## src/sv/esfm_pkg.sv

```systemverilog
package esfm_pkg;

	localparam int unsigned AddrWidth = 5;
	localparam int unsigned DataWidth = 32;

	localparam int unsigned PosWidth  = 16;
	localparam int unsigned PctWidth  = 7;
	localparam int unsigned DutyWidth = 8;
	localparam int unsigned CurWidth  = 16;
	localparam int unsigned LoadWidth = 16;
	localparam int unsigned CodeWidth = 4;
	localparam int unsigned CntWidth  = 16;

	localparam logic [PosWidth-1:0]  OvertravelLimitRst  = 16'd1005;
	localparam logic [PctWidth-1:0]  DoorOpenLimitRst    = 7'd5;
	localparam logic [CurWidth-1:0]  OvercurrentLimitRst = 16'd15000;
	localparam logic [CntWidth-1:0]  OvercurrentTicksRst = 16'd50;
	localparam logic [LoadWidth-1:0] OverloadSetRst      = 16'd900;
	localparam logic [LoadWidth-1:0] OverloadClearRst    = 16'd850;

	typedef enum logic [2:0] {
		REG_OVERTRAVEL_LIMIT  = 3'd0,
		REG_DOOR_OPEN_LIMIT   = 3'd1,
		REG_OVERCURRENT_LIMIT = 3'd2,
		REG_OVERCURRENT_TICKS = 3'd3,
		REG_OVERLOAD_SET      = 3'd4,
		REG_OVERLOAD_CLEAR    = 3'd5
	} reg_idx_t;

	localparam logic [CodeWidth-1:0] ST_IDLE      = 4'd2;
	localparam logic [CodeWidth-1:0] ST_DOOR_OPEN = 4'd4;
	localparam logic [CodeWidth-1:0] ST_OVERLOAD  = 4'd11;
	localparam logic [CodeWidth-1:0] ST_FAULT     = 4'd14;
	localparam logic [CodeWidth-1:0] ST_ESTOP     = 4'd15;

	localparam logic [CodeWidth-1:0] FC_NONE        = 4'd0;
	localparam logic [CodeWidth-1:0] FC_ESTOP       = 4'd1;
	localparam logic [CodeWidth-1:0] FC_OVERTRAVEL  = 4'd2;
	localparam logic [CodeWidth-1:0] FC_OVERCURRENT = 4'd5;
	localparam logic [CodeWidth-1:0] FC_DOOR_JAM    = 4'd8;

endpackage

```

## src/sv/elevator_safety_fault_monitor.sv

```systemverilog
// Elevator safety fault monitor. Each input transaction is one evaluation tick carrying the
// sensor readings and the current car state and fault code; each tick yields exactly one
// result transaction with the new state, fault code, overload flag and safety-active bit.
// Checks run in priority order: emergency stop, overtravel, door open while the hoist is
// driven, then overcurrent persisting for the configured number of ticks (counter saturates
// at 65535, cleared when current is back within limit). Otherwise the overload flag follows
// set/clear hysteresis. Throughput is one tick per cycle while the result is not stalled.
// A tick is captured in the input register at acceptance, and its result moves into the result
// register once that register is free or not stalled, raising out_valid; the single decision stage
// between the two registers also updates the persistence counter and overload flag. The input stalls only
// while both registers are full and the result is stalled. Thresholds are written over
// the APB port at byte addresses 0x00..0x14 and should only change while the block is idle.
module elevator_safety_fault_monitor
	import esfm_pkg::*;
(
	input  logic                 clk,
	input  logic                 arst_n,

	input  logic                 psel,
	input  logic                 penable,
	input  logic                 pwrite,
	input  logic [AddrWidth-1:0] paddr,
	input  logic [DataWidth-1:0] pwdata,
	output logic [DataWidth-1:0] prdata,
	output logic                 pready,

	input  logic                 in_valid,
	output logic                 in_stall,
	input  logic                 estop,
	input  logic [PosWidth-1:0]  position_cm,
	input  logic [PctWidth-1:0]  door_pct,
	input  logic [DutyWidth-1:0] hoist_duty,
	input  logic [CurWidth-1:0]  current_ma,
	input  logic [LoadWidth-1:0] load_kg,
	input  logic [CodeWidth-1:0] car_state_in,
	input  logic [CodeWidth-1:0] fault_in,

	output logic                 out_valid,
	input  logic                 out_stall,
	output logic [CodeWidth-1:0] car_state_out,
	output logic [CodeWidth-1:0] fault_out,
	output logic                 overload_flag,
	output logic                 safety_active
);

	logic [PosWidth-1:0]  overtravel_limit_q;
	logic [PctWidth-1:0]  door_open_limit_q;
	logic [CurWidth-1:0]  overcurrent_limit_q;
	logic [CntWidth-1:0]  oc_persist_q;
	logic [LoadWidth-1:0] overload_set_q;
	logic [LoadWidth-1:0] overload_clear_q;

	logic [CntWidth-1:0]  oc_count_q;
	logic                 overload_held_q;

	logic                 valid_s1;
	logic                 estop_s1;
	logic [PosWidth-1:0]  pos_s1;
	logic [PctWidth-1:0]  door_s1;
	logic [DutyWidth-1:0] duty_s1;
	logic [CurWidth-1:0]  cur_s1;
	logic [LoadWidth-1:0] load_s1;
	logic [CodeWidth-1:0] st_s1;
	logic [CodeWidth-1:0] flt_s1;

	logic                 valid_s2;
	logic [CodeWidth-1:0] st_s2;
	logic [CodeWidth-1:0] flt_s2;
	logic                 ovl_s2;
	logic                 safe_s2;

	logic                 cfg_wr;
	reg_idx_t             cfg_idx;
	logic                 adv_s1;
	logic                 acc_in;

	logic [CntWidth-1:0]  oc_count_d;
	logic                 overload_held_d;
	logic [CodeWidth-1:0] st_d;
	logic [CodeWidth-1:0] flt_d;
	logic                 safe_d;
	logic [CntWidth-1:0]  oc_inc;
	logic                 done;

	// config port
	assign pready  = 1'b1;
	assign cfg_wr  = psel & penable & pwrite;
	assign cfg_idx = reg_idx_t'(paddr[AddrWidth-1:2]);

	always_ff @(posedge clk or negedge arst_n) begin
		if (!arst_n) begin
			overtravel_limit_q  <= OvertravelLimitRst;
			door_open_limit_q   <= DoorOpenLimitRst;
			overcurrent_limit_q <= OvercurrentLimitRst;
			oc_persist_q        <= OvercurrentTicksRst;
			overload_set_q      <= OverloadSetRst;
			overload_clear_q    <= OverloadClearRst;
		end else if (cfg_wr) begin
			case (cfg_idx)
				REG_OVERTRAVEL_LIMIT:  overtravel_limit_q  <= pwdata[PosWidth-1:0];
				REG_DOOR_OPEN_LIMIT:   door_open_limit_q   <= pwdata[PctWidth-1:0];
				REG_OVERCURRENT_LIMIT: overcurrent_limit_q <= pwdata[CurWidth-1:0];
				REG_OVERCURRENT_TICKS: oc_persist_q        <= pwdata[CntWidth-1:0];
				REG_OVERLOAD_SET:      overload_set_q      <= pwdata[LoadWidth-1:0];
				REG_OVERLOAD_CLEAR:    overload_clear_q    <= pwdata[LoadWidth-1:0];
				default: ;
			endcase
		end
	end

	always_comb begin
		prdata = '0;
		case (cfg_idx)
			REG_OVERTRAVEL_LIMIT:  prdata = DataWidth'(overtravel_limit_q);
			REG_DOOR_OPEN_LIMIT:   prdata = DataWidth'(door_open_limit_q);
			REG_OVERCURRENT_LIMIT: prdata = DataWidth'(overcurrent_limit_q);
			REG_OVERCURRENT_TICKS: prdata = DataWidth'(oc_persist_q);
			REG_OVERLOAD_SET:      prdata = DataWidth'(overload_set_q);
			REG_OVERLOAD_CLEAR:    prdata = DataWidth'(overload_clear_q);
			default:               prdata = '0;
		endcase
	end

	// pipeline control
	assign adv_s1   = valid_s1 & (~valid_s2 | ~out_stall);
	assign in_stall = valid_s1 & ~adv_s1;
	assign acc_in   = in_valid & ~in_stall;

	always_ff @(posedge clk or negedge arst_n) begin
		if (!arst_n) begin
			valid_s1 <= 1'b0;
		end else if (acc_in) begin
			valid_s1 <= 1'b1;
		end else if (adv_s1) begin
			valid_s1 <= 1'b0;
		end
	end

	always_ff @(posedge clk) begin
		if (acc_in) begin
			estop_s1 <= estop;
			pos_s1   <= position_cm;
			door_s1  <= door_pct;
			duty_s1  <= hoist_duty;
			cur_s1   <= current_ma;
			load_s1  <= load_kg;
			st_s1    <= car_state_in;
			flt_s1   <= fault_in;
		end
	end

	// decision logic
	assign oc_inc = (oc_count_q != {CntWidth{1'b1}}) ? oc_count_q + 1'b1 : oc_count_q;

	always_comb begin
		st_d            = st_s1;
		flt_d           = flt_s1;
		oc_count_d      = oc_count_q;
		overload_held_d = overload_held_q;
		done            = 1'b0;
		if (estop_s1) begin
			flt_d = FC_ESTOP;
			st_d  = ST_ESTOP;
			done  = 1'b1;
		end else if (pos_s1 > overtravel_limit_q) begin
			flt_d = FC_OVERTRAVEL;
			st_d  = ST_FAULT;
			done  = 1'b1;
		end else if ((door_s1 > door_open_limit_q) && (duty_s1 != '0)) begin
			flt_d = FC_DOOR_JAM;
			st_d  = ST_FAULT;
			done  = 1'b1;
		end else if (cur_s1 > overcurrent_limit_q) begin
			oc_count_d = oc_inc;
			if (oc_inc >= oc_persist_q) begin
				flt_d = FC_OVERCURRENT;
				st_d  = ST_FAULT;
				done  = 1'b1;
			end
		end else begin
			oc_count_d = '0;
		end

		if (!done) begin
			if (load_s1 > overload_set_q) begin
				overload_held_d = 1'b1;
				if (st_s1 inside {ST_IDLE, ST_DOOR_OPEN}) begin
					st_d = ST_OVERLOAD;
				end
			end else if (overload_held_q && (load_s1 < overload_clear_q)) begin
				overload_held_d = 1'b0;
			end
		end

		safe_d = estop_s1 | (flt_d != FC_NONE) | (st_d == ST_FAULT) | (st_d == ST_ESTOP);
	end

	always_ff @(posedge clk or negedge arst_n) begin
		if (!arst_n) begin
			oc_count_q      <= '0;
			overload_held_q <= 1'b0;
			valid_s2        <= 1'b0;
		end else begin
			if (adv_s1) begin
				oc_count_q      <= oc_count_d;
				overload_held_q <= overload_held_d;
				valid_s2        <= 1'b1;
			end else if (!out_stall) begin
				valid_s2 <= 1'b0;
			end
		end
	end

	always_ff @(posedge clk) begin
		if (adv_s1) begin
			st_s2   <= st_d;
			flt_s2  <= flt_d;
			ovl_s2  <= overload_held_d;
			safe_s2 <= safe_d;
		end
	end

	assign out_valid     = valid_s2;
	assign car_state_out = st_s2;
	assign fault_out     = flt_s2;
	assign overload_flag = ovl_s2;
	assign safety_active = safe_s2;

endmodule

```

## config.mk

```make
export PLATFORM = sky130hd
export DESIGN_NAME = elevator_safety_fault_monitor
export DESIGN_NICKNAME = d
export VERILOG_FILES = /design/src/sv/esfm_pkg.sv /design/src/sv/elevator_safety_fault_monitor.sv
export SDC_FILE = /design/constraint.sdc
export NUM_CORES = 1
export LEC_CHECK = 0
export BUFFER_PORTS_ARGS = -buffer_cell sky130_fd_sc_hd__buf_2
export CAP_MARGIN = 20
export CORE_ASPECT_RATIO = 1.5
export CORE_MARGIN = 2
export CORE_UTILIZATION = 40
export CTS_CLUSTER_SIZE = 24
export DETAILED_ROUTE_END_ITERATION = 7
export PLACE_DENSITY = 0.7
export SLEW_MARGIN = 20
export SYNTH_ARGS = -nofsm -noshare
export SYNTH_HDL_FRONTEND = slang
export SYNTH_SLANG_ARGS = --single-unit
```

## constraint.sdc

```tcl
create_clock -name clk -period 5.05 [get_ports clk]
set_input_delay 0.7575 -clock clk [delete_from_list [all_inputs] [get_ports clk]]
set_output_delay 0.7575 -clock clk [all_outputs]
set_load 0.01 [all_outputs]
```

==> results of run 1 <==
-- critical path: cells and delay by family, from the launching register on --
kind / cells / cell delay [ps]
XOR/XNOR: 1 / 180
adder cells (fa/ha/maj): 2 / 490
AO/OA/AOI/OAI: 4 / 1200
AND/OR/NAND/NOR: 6 / 1760
flip-flops: 1 / 460
-- worst paths after layout --
| kind | from | end | slack, ps | cells after the start |
|---|---|---|---|---|
| worst max-delay path | oc_count_q[0] | safety_active | 720 | 13 |
| worst min-delay path | arst_n | valid_s1 | 450 | 1 |
| worst max register to register | oc_count_q[0] | safety_active | 720 | 13 |
| worst min register to register | valid_s1 | out_valid | 490 | 1 |
| max in group asynchronous | arst_n | door_open_limit_q[2] | 3560 | 2 |
| min in group clk | current_ma[0] | cur_s1[0] | 480 | 1 |
-- registers in the layout (all words and copies together), names as in the netlist --
register	count
cur_s1	16
load_s1	16
oc_count_q	16
oc_persist_q	16
overcurrent_limit_q	16
overload_clear_q	16
overload_set_q	16
overtravel_limit_q	16
pos_s1	16
duty_s1	8
door_open_limit_q	7
door_s1	7
car_state_out	4
fault_out	4
flt_s1	4
st_s1	4
estop_s1	1
out_valid	1
overload_flag	1
overload_held_q	1
safety_active	1
valid_s1	1
-- cells by family (layout without fill, tap and decap cells) --
| group | count (synthesis) | count (layout) | synth area share (%) |
|---|---|---|---|
| and+or+nand+nor | 231 | 231 | 10.8 |
| muxes | 44 | 44 | 4.81 |
| DFF | 188 | 188 | 50.9 |
| xor gates and xnor gates | 7 | 7 | 0.606 |
| other | 2 | 18 | 0.0743 |
| buffers and inverters | 161 | 274 | 6.93 |
| adders and majority gates | 87 | 87 | 10.8 |
| AOI/OAI and AO/OA | 221 | 221 | 15.1 |
-- per-stage QoR --
stage | std cells | hold slack [ps] | power (mW) | area, um2
6_report | 1398 | 450 | 4.41 | 11600
2_1_floorplan | 956 | 457 | 2.76 | 10200
4_1_cts | 1397 | 461 | 4.45 | 11600
3_3_place_gp | 1365 | 473 | 3.08 | 11000
5_1_grt | 1398 | 470 | 4.67 | 11600
3_5_place_dp | 1365 | 475 | 3.13 | 11000
-- layout by cell type (no fill, tap or decap), types with 28 or more instances in the layout --
cell / instances
a21oi_1: 28
buf_2: 124
dfrtp_1: 77
dfstp_2: 29
edfxtp_1: 82
ha_1: 87
inv_1: 109
nand2_1: 117
nor2_1: 29
o21ai_0: 87
-- area by class of cell --
cell class | instances | area [um2] | share of cell area (%)
Sequential cell | 188 | 5150 | 44.6
Multi-Input combinational cell | 607 | 4330 | 37.5
Timing Repair Buffer | 133 | 688 | 5.96
Clock buffer | 20 | 468 | 4.05
Tap cell | 328 | 410 | 3.55
Inverter | 109 | 409 | 3.54
Clock inverter | 12 | 96.3 | 0.834
Antenna cell | 1 | 2.50 | 0.0217
-- where the power goes --
group / internal [mW] / switching, mW
Combinational: 0.435 / 0.624
Sequential: 1.88 / 0.157
Clock: 0.686 / 0.626
-- per-layer routing --
metal  global-route usage [%]  share of wire (%)
met1                     21.1                 39
met2                     34.2                 53
met3                     2.93                3.4
met4                     10.7                4.4
met5                        0                  0
==> results.md, run 1 <==
- Final hold vios: 0
- Fillers: 2,251
- Synth Cell Area: 0.0101 mm2
- Final wirelength: 24,100 um
- GRT overflow: 0
- Count leader, synth: nand2_1
- Layout cells sized above 1: 23.9%
- Via density: 5.20
- Main flop type after synthesis: edfxtp_1
- MaxCap Viol Count: 0
- Drt pass-1 iters: 5
- RSZ-0062 raised after global routing: false
- Crit share post-route: 85.8%
- Number of global-route vias before repair: 7,324
- Number of endpoints failing setup at the final stage: 0
- Min Tclk post-route: 4330 ps
- EDFF count, synth: 82
- Pwr dens: 381 mW/mm2
- Most frequent cells after synthesis: nand2_1 (117), inv_1 (109), ha_1 (87), o21ai_0 (87), edfxtp_1 (82)
- CTS buffer count: 17
- Hold buffers post-CTS: 0
- Most used cell, CP: ha_1
- Setup ws final: 718 ps
- Syn Inst Count: 941
- Outcome: finished clean
- Die area: 0.0266 mm2
- Largest net degree at the start of global routing: 75
- CTS Sinks: 188
- Placer Congestion: 0.870
- Vias: 7,265
- Final antenna-violating net count: 0
- Post-CTS Setup Inserts: 0
- Crit path largest cell delay: 590 ps
- Crit Path Category: reg2reg
- Dominant cell type by area after synthesis: edfxtp_1
- Routed length per instance: 17.2 um
- Worst Tran Pin Value: 971 ps
- Worst-skew pair later-pin latency: 440 ps
- Max Clock Freq: 0.231 GHz
- DPL Wire Length: 18,500 um
- Initial Util: 40.5%
- Max_slew headroom: 35.2%
- Post-synthesis sequential area ratio: 50.9%
- # resized after CTS: 0
- Clk slew on worst S/H paths: 70 ps
- Leakage: 5.15 nW
- Cells along the critical path: ha_1 > nand3_1 > or4_4 > or2_1 > xnor2_1 > ha_1 > nand2b_1 > a2111oi_2 > nor3_1 > or3_1 > a21oi_2 > o21ai_2 > a311o_1
- DRT iter0 DRCs: 481
- Crit path launch type: register
- Top post-synthesis cells by area: edfxtp_1 (24%), dfrtp_1 (19%), ha_1 (11%)
- Worst Hold Class: in2async
- WP data required: 5240 ps
- Slowest CP cell: or4_4
- Endpoint class of the critical path: register
- I/O Pins: 161
- Drc violations: 0
- Clk root buf: clkbuf_16
- Port buffer count: 125
- First-pass GRT wire length: 38,200 um
- Initial antenna violation count: 1
- Critical-path maximum fanout: 7
- CTS HTree Levels: 4
- CTS tree: done
- Area Overhead vs Synth: 14.3%
- Worst Skew: 8.22 ps
- Clock Tree Buf Depth: 2
- Max rail drop VDD: 260 uV
- Synth Register Bits: 188
- Library cells used by synthesis: 73
- Share of the synthesized area in the top cell type: 24.4%
- Chip width: 134 um
- # rows: 71
- CP Data Arrival Time: 4530 ps
- Final TNS setup: 0 ps
- Post-layout util: 46.3%
- Die Span Y: 199 um
- Core area: 0.0250 mm2
- Yosys warning count: 0
- Ys async rst share: 56.4%
- Syn Area/Cell: 10.7 um2
- Pre-CTS setup slack: 737 ps
- Post-layout net count: 1,259
- Total track usage: 18.9%
- Max-slew violation count: 0
(Power assumes the default switching activity.)
==> inputs of run 2 (changes only) <==
- CELL_PAD_IN_SITES_DETAIL_PLACEMENT: not set -> 2
- CELL_PAD_IN_SITES_GLOBAL_PLACEMENT: not set -> 2
- CORE_UTILIZATION: 40 -> 37
- PLACE_DENSITY: 0.7 -> 0.9
==> run 2 against run 1 <==
  * Highest routed layer is now met5
  * Sequential share of layout area shrank 0.35 points
  * Wire length is 52% higher
  * Hold slack worse by 4.4 ps
  * Design area increased by 0.78%
  * Largest power group unchanged
==> results.md, run 2 (synthesis results as in run 1) <==
- Initial antenna violation count: 2 (was 1)
- Max_slew headroom: 28.3% (was 35.2%)
- Most common library cell in the layout ignoring fill and taps: buf_2 (unchanged)
- CTS buffer count: 17 (unchanged)
- Worst R2R Setup Slack: 460 ps (was 720 ps)
- Final hold vios: 0 (unchanged)
- Clk slew on worst S/H paths: 70 ps (about the same)
- I/O Pins: 161 (unchanged)
- Via density: 5.70 (was 5.20)
- Port buffer count: 125 (unchanged)
- Max rail drop VDD: 292 uV (was 260 uV)
- Drc violations: 0 (unchanged)
- Post-layout net count: 1,259 (unchanged)
- WP data required: 5250 ps (was 5240 ps)
- Cells along the critical path: ha_1 > nand3_1 > or4_4 > nor2_1 > mux2i_1 > inv_1 > ha_1 > a2111oi_2 > nor3_1 > or3_1 > a21oi_2 > o21ai_2 > a311o_1 (was ha_1 > nand3_1 > or4_4 > or2_1 > xnor2_1 > ha_1 > nand2b_1 > a2111oi_2 > nor3_1 > or3_1 > a21oi_2 > o21ai_2 > a311o_1)
- Buf/Inv on CP: 1 (was 0)
- MaxCap Viol Count: 0 (unchanged)
- Most frequent cells in the layout: buf_2 (124), nand2_1 (117), inv_1 (109) (unchanged)
- Ant. Diodes: 0 (was 1)
- Pwr dens: 412 mW/mm2 (was 381 mW/mm2)
- CP startpoint: oc_count_q[0] (unchanged)
- Top delay family on crit path: simple AND/OR/NAND/NOR gates (unchanged)
- Die area: 0.0287 mm2 (was 0.0266 mm2)
- CTS HTree Levels: 4 (unchanged)
- Drt pass-1 iters: 5 (unchanged)
- Worst-skew pair later-pin latency: 460 ps (was 440 ps)
- Register area: 0.00515 mm2 (unchanged)
- # resized after CTS: 0 (unchanged)
- Worst Tran Pin Value: 1070 ps (was 971 ps)
- Die Span Y: 206 um (was 199 um)
- Core area: 0.0270 mm2 (was 0.0250 mm2)
- First-pass GRT wire length: 54,600 um (was 38,200 um)
- Worst R2R Path Depth: 13 (unchanged)
- Final wirelength: 36,600 um (was 24,100 um)
- Max-slew violation count: 0 (unchanged)
- Outcome: finished clean (unchanged)
- Chip width: 139 um (was 134 um)
- Fillers: 2,822 (was 2,251)
- Layout Cells excl Fill: 1,411 (was 1,398)
- CP Data Arrival Time: 4790 ps (was 4530 ps)
- Routed length per instance: 25.9 um (was 17.2 um)
- R2r endpoint: safety_active (unchanged)
- Initial Util: 37.4% (was 40.5%)
- Hold buffers post-CTS: 0 (unchanged)
- DPL Wire Length: 26,000 um (was 18,500 um)
- Leakage: 5.18 nW (was 5.15 nW)
- Placed cell count: 1,379 (was 1,365)
- Vias: 8,038 (was 7,265)
- Endpoint class of the critical path: register (unchanged)
- Clk root buf: clkbuf_16 (unchanged)
- Crit path launch type: register (unchanged)
- Worst Skew: 13.5 ps (was 8.22 ps)
- Post-layout util: 43.1% (was 46.3%)
- Clock Tree Buf Depth: 2 (unchanged)
- Largest net degree at the start of global routing: 73 (was 75)
- Slowest CP cell: or4_4 (unchanged)
- Number of endpoints failing setup at the final stage: 0 (unchanged)
- Total track usage: 25.5% (was 18.9%)
- Number of global-route vias before repair: 9,196 (was 7,324)
- Final antenna-violating net count: 0 (unchanged)
- Multi-input logic area: 0.00434 mm2 (was 0.00433 mm2)
- Layout cells sized above 1: 24.1% (was 23.9%)
- DRT iter0 DRCs: 421 (was 481)
- Crit share post-route: 91.0% (was 85.8%)
- RSZ-0062 raised after global routing: false (unchanged)
- Worst R2R Start: oc_count_q[0] (unchanged)
- Placer Congestion: 0.811 (was 0.870)
- CTS tree: done (unchanged)
- Critical-path maximum fanout: 6 (was 7)
- Worst Hold Class: in2async (unchanged)
- # rows: 74 (was 71)
- Most used cell, CP: ha_1 (unchanged)
- GRT overflow: 0 (unchanged)
- Final TNS setup: 0 ps (unchanged)
- CTS Sinks: 188 (unchanged)
- Max Clock Freq: 0.218 GHz (was 0.231 GHz)
- Area Overhead vs Synth: 15.2% (was 14.3%)
- Min Tclk post-route: 4590 ps (was 4330 ps)
- Crit Path Category: reg2reg (unchanged)
- Crit path largest cell delay: 590 ps (about the same)
- Post-CTS Setup Inserts: 0 (unchanged)
-- run 2: cell count changes in the layout (fill, tap and decap cells not counted) --
cell,previous run,this run
nor3b_1,2,1
clkbuf_16,18,21
inv_4,4,3
nor3b_2,0,1
bufinv_16,0,1
nor2_1,29,28
nor2_2,2,3
inv_8,2,0
inv_6,3,2
diode_2,1,0
-- run 2: cell type report --
class,instances,share of cell area (%)
Clock buffer,23,4.66
Clock inverter,9,0.763
Inverter,109,3.51
Multi-Input combinational cell,607,37.2
Sequential cell,188,44.2
Tap cell,342,3.68
Timing Repair Buffer,133,5.91
-- run 2: worst reg2reg max path, cell delays in order (launching register included) --
cell       delay [ps]
dfrtp_1           480
ha_1              250
nand3_1           200
or4_4             600
nor2_1            440
mux2i_1           310
inv_1              90
ha_1              310
a2111oi_2         350
nor3_1            100
or3_1             380
a21oi_2           320
o21ai_2           150
a311o_1           360
-- run 2: per-stage QoR --
step           setup slack [ps]  cell area (um2)  total power [mW]  hold slack [ps]
5_1_grt                     220            11600              5.00              450
3_3_place_gp                740            11000              3.11              481
2_1_floorplan              1220            10200              2.76              457
4_1_cts                     472            11600              4.81              454
6_report                    457            11600              4.79              445
3_5_place_dp                491            11000              3.28              502
-- run 2: how the worst max path moves through the flow --
stage               cells after the start          endpoint
finish                                 13     safety_active
global route                           13     safety_active
CTS                                    13     safety_active
detailed placement                     13     safety_active
global placement                       13  car_state_out[3]
floorplan                              14     safety_active
-- run 2: per-layer routing --
| layer | vias up | global-route usage, % | part of all wire (%) | wire, um |
|---|---|---|---|---|
| met2 | 286 | 46.8 | 53 | 19500 |
| met1 | 4095 | 25.7 | 35 | 12700 |
| met4 | 4 | 18.2 | 6.6 | 2420 |
| met3 | 115 | 5.31 | 5.4 | 1980 |
| met5 | - | 0 | 0.052 | 19 |
| li1 | 3538 | - | - | - |
-- run 2: power breakdown --
part	total [mW]	leakage, nW	switching (mW)	internal (mW)
clock	1.48	0.316	0.659	0.818
sequential	2.08	1.99	0.200	1.88
combinational	1.24	2.87	0.781	0.456
==> inputs of run 3 (changes only) <==
- GPL_TIMING_DRIVEN: not set -> 0
==> run 3 against run 2 <==
  * Flip-flop and latch count unchanged
  * Sequential share of layout area shrank 0.82 points
  * Cell count rose by 3.3%
  * Critical path type unchanged
  * Highest routed layer is now met4
==> results.md, run 3 (synthesis results as in run 1) <==
- Outcome: finished clean (unchanged)
- Worst Skew: 15.8 ps (was 13.5 ps)
- CTS tree: done (unchanged)
- # resized after CTS: 0 (unchanged)
- Post-CTS Setup Inserts: 0 (unchanged)
- Worst-skew pair later-pin latency: 460 ps (about the same)
- Initial Util: 37.4% (unchanged)
- Worst Hold Class: in2async (unchanged)
- Worst Tran Pin Value: 902 ps (was 1070 ps)
- CP Data Arrival Time: 5000 ps (was 4790 ps)
- Placed cell count: 1,425 (was 1,379)
- Pre-CTS setup slack: 371 ps (was 491 ps)
- Most frequent cells in the layout: buf_2 (126), nand2_1 (117), inv_1 (109) (was buf_2 (124), nand2_1 (117), inv_1 (109))
- Max_slew headroom: 39.9% (was 28.3%)
- Layout Cells excl Fill: 1,458 (was 1,411)
- Endpoint class of the critical path: register (unchanged)
- Drt pass-1 iters: 5 (unchanged)
- Max-slew violation count: 0 (unchanged)
- RSZ-0062 raised after global routing: false (unchanged)
- Leakage: 5.29 nW (was 5.18 nW)
- Clk root buf: clkbuf_16 (unchanged)
- Crit Path Category: reg2reg (unchanged)
- Hold buffers post-CTS: 0 (unchanged)
- Core area: 0.0270 mm2 (unchanged)
- Number of endpoints failing setup at the final stage: 0 (unchanged)
- GRT overflow: 0 (unchanged)
- Number of global-route vias before repair: 9,564 (was 9,196)
- Clock Tree Buf Depth: 2 (unchanged)
- Crit share post-route: 94.8% (was 91.0%)
- I/O Pins: 161 (unchanged)
- # rows: 74 (unchanged)
- Post-layout net count: 1,305 (was 1,259)
- CTS Sinks: 188 (unchanged)
- DRT iter0 DRCs: 530 (was 421)
- Worst R2R Path Depth: 13 (unchanged)
- Setup ws final: 262 ps (was 457 ps)
- Largest net degree at the start of global routing: 71 (was 73)
- Port buffer count: 125 (unchanged)
- Area Overhead vs Synth: 17.3% (was 15.2%)
- Final antenna-violating net count: 0 (unchanged)
- Total track usage: 27.4% (was 25.5%)
- Max rail drop VDD: 264 uV (was 292 uV)
- First-pass GRT wire length: 58,300 um (was 54,600 um)
- Most common library cell in the layout ignoring fill and taps: buf_2 (unchanged)
- Chip width: 139 um (unchanged)
- Pwr dens: 401 mW/mm2 (was 412 mW/mm2)
- CTS buffer count: 17 (unchanged)
- Via density: 5.78 (was 5.70)
- DPL Wire Length: 27,800 um (was 26,000 um)
- Vias: 8,425 (was 8,038)
- Layout cells sized above 1: 24.7% (was 24.1%)
- CTS HTree Levels: 4 (unchanged)
- Clk slew on worst S/H paths: 70 ps (about the same)
- Drc violations: 0 (unchanged)
- Final TNS setup: 0 ps (unchanged)
- Fillers: 2,845 (was 2,822)
- Die Span Y: 206 um (unchanged)
- Initial antenna violation count: 1 (was 2)
- WP data required: 5260 ps (was 5250 ps)
- Tot Pwr: 4.76 mW (was 4.79 mW)
- Die area: 0.0287 mm2 (unchanged)
- Placer Congestion: 0.852 (was 0.811)
- Final hold slack: 215 ps (was 445 ps)
- MaxCap Viol Count: 0 (unchanged)
- Min Tclk post-route: 4790 ps (was 4590 ps)
- Final wirelength: 38,900 um (was 36,600 um)
- Routed length per instance: 26.7 um (was 25.9 um)
- Critical-path maximum fanout: 7 (was 6)
- Max Clock Freq: 0.209 GHz (was 0.218 GHz)
- Final hold vios: 0 (unchanged)
- Crit path launch type: register (unchanged)
## run 3: cell count changes in the layout (fill, tap and decap cells not counted), sizes merged
cell	previous run	this run
diode	0	1
clkbuf	23	42
buf	133	157
inv	114	118
bufinv	1	0
## run 3: per-layer routing
metal | GRT usage [%] | wire length [um] | up-vias
li1 | - | - | 3633
met1 | 28.5 | 13900 | 4321
met2 | 51.0 | 20800 | 335
met3 | 4.68 | 1600 | 136
met4 | 17.3 | 2570 | 0
met5 | 0 | 0 | -
## run 3: power by group
group	switching, mW	internal, mW
combinational	0.825	0.473
clock	0.667	0.701
sequential	0.209	1.88
total	1.70	3.05
## run 3: stage by stage
step | utilization [%] | instance area (um2)
global route | 43.9 | 11900
global placement | 41.5 | 11200
finish | 43.9 | 11900
CTS | 43.8 | 11900
detailed placement | 41.7 | 11300
floorplan | - | 10200
## run 3: worst paths after layout
kind	start	to	slack (ps)
worst max-delay path	oc_count_q[0]	car_state_out[3]	260
worst min-delay path	arst_n	overload_held_q	210
worst max register to register	oc_count_q[0]	car_state_out[3]	260
worst min register to register	valid_s1	out_valid	530
max in group asynchronous	arst_n	overcurrent_limit_q[4]	4060
min in group clk	position_cm[4]	pos_s1[4]	470
## run 3: critical path: stages, from the launching register on
cell       delay, ps
dfrtp_1          520
ha_1             240
nand3_1          230
or4_4            620
nor2_2           310
mux2i_1          350
inv_1             90
ha_1             300
a2111oi_2        400
nor3_1           110
or3_1            400
a21oi_2          420
o211ai_1         220
or2_2            320
## run 3: layout make-up
type | instances | area, um2 | area share [%]
timing repair buffer | 127 | 679 | 5.73
antenna | 1 | 2.50 | 0.0211
inverter | 109 | 409 | 3.45
sequential | 188 | 5150 | 43.4
multi-input combinational | 607 | 4330 | 36.5
buffer | 52 | 292 | 2.46
clock buffer | 20 | 478 | 4.03
clock inverter | 12 | 97.6 | 0.823
tap | 342 | 428 | 3.61
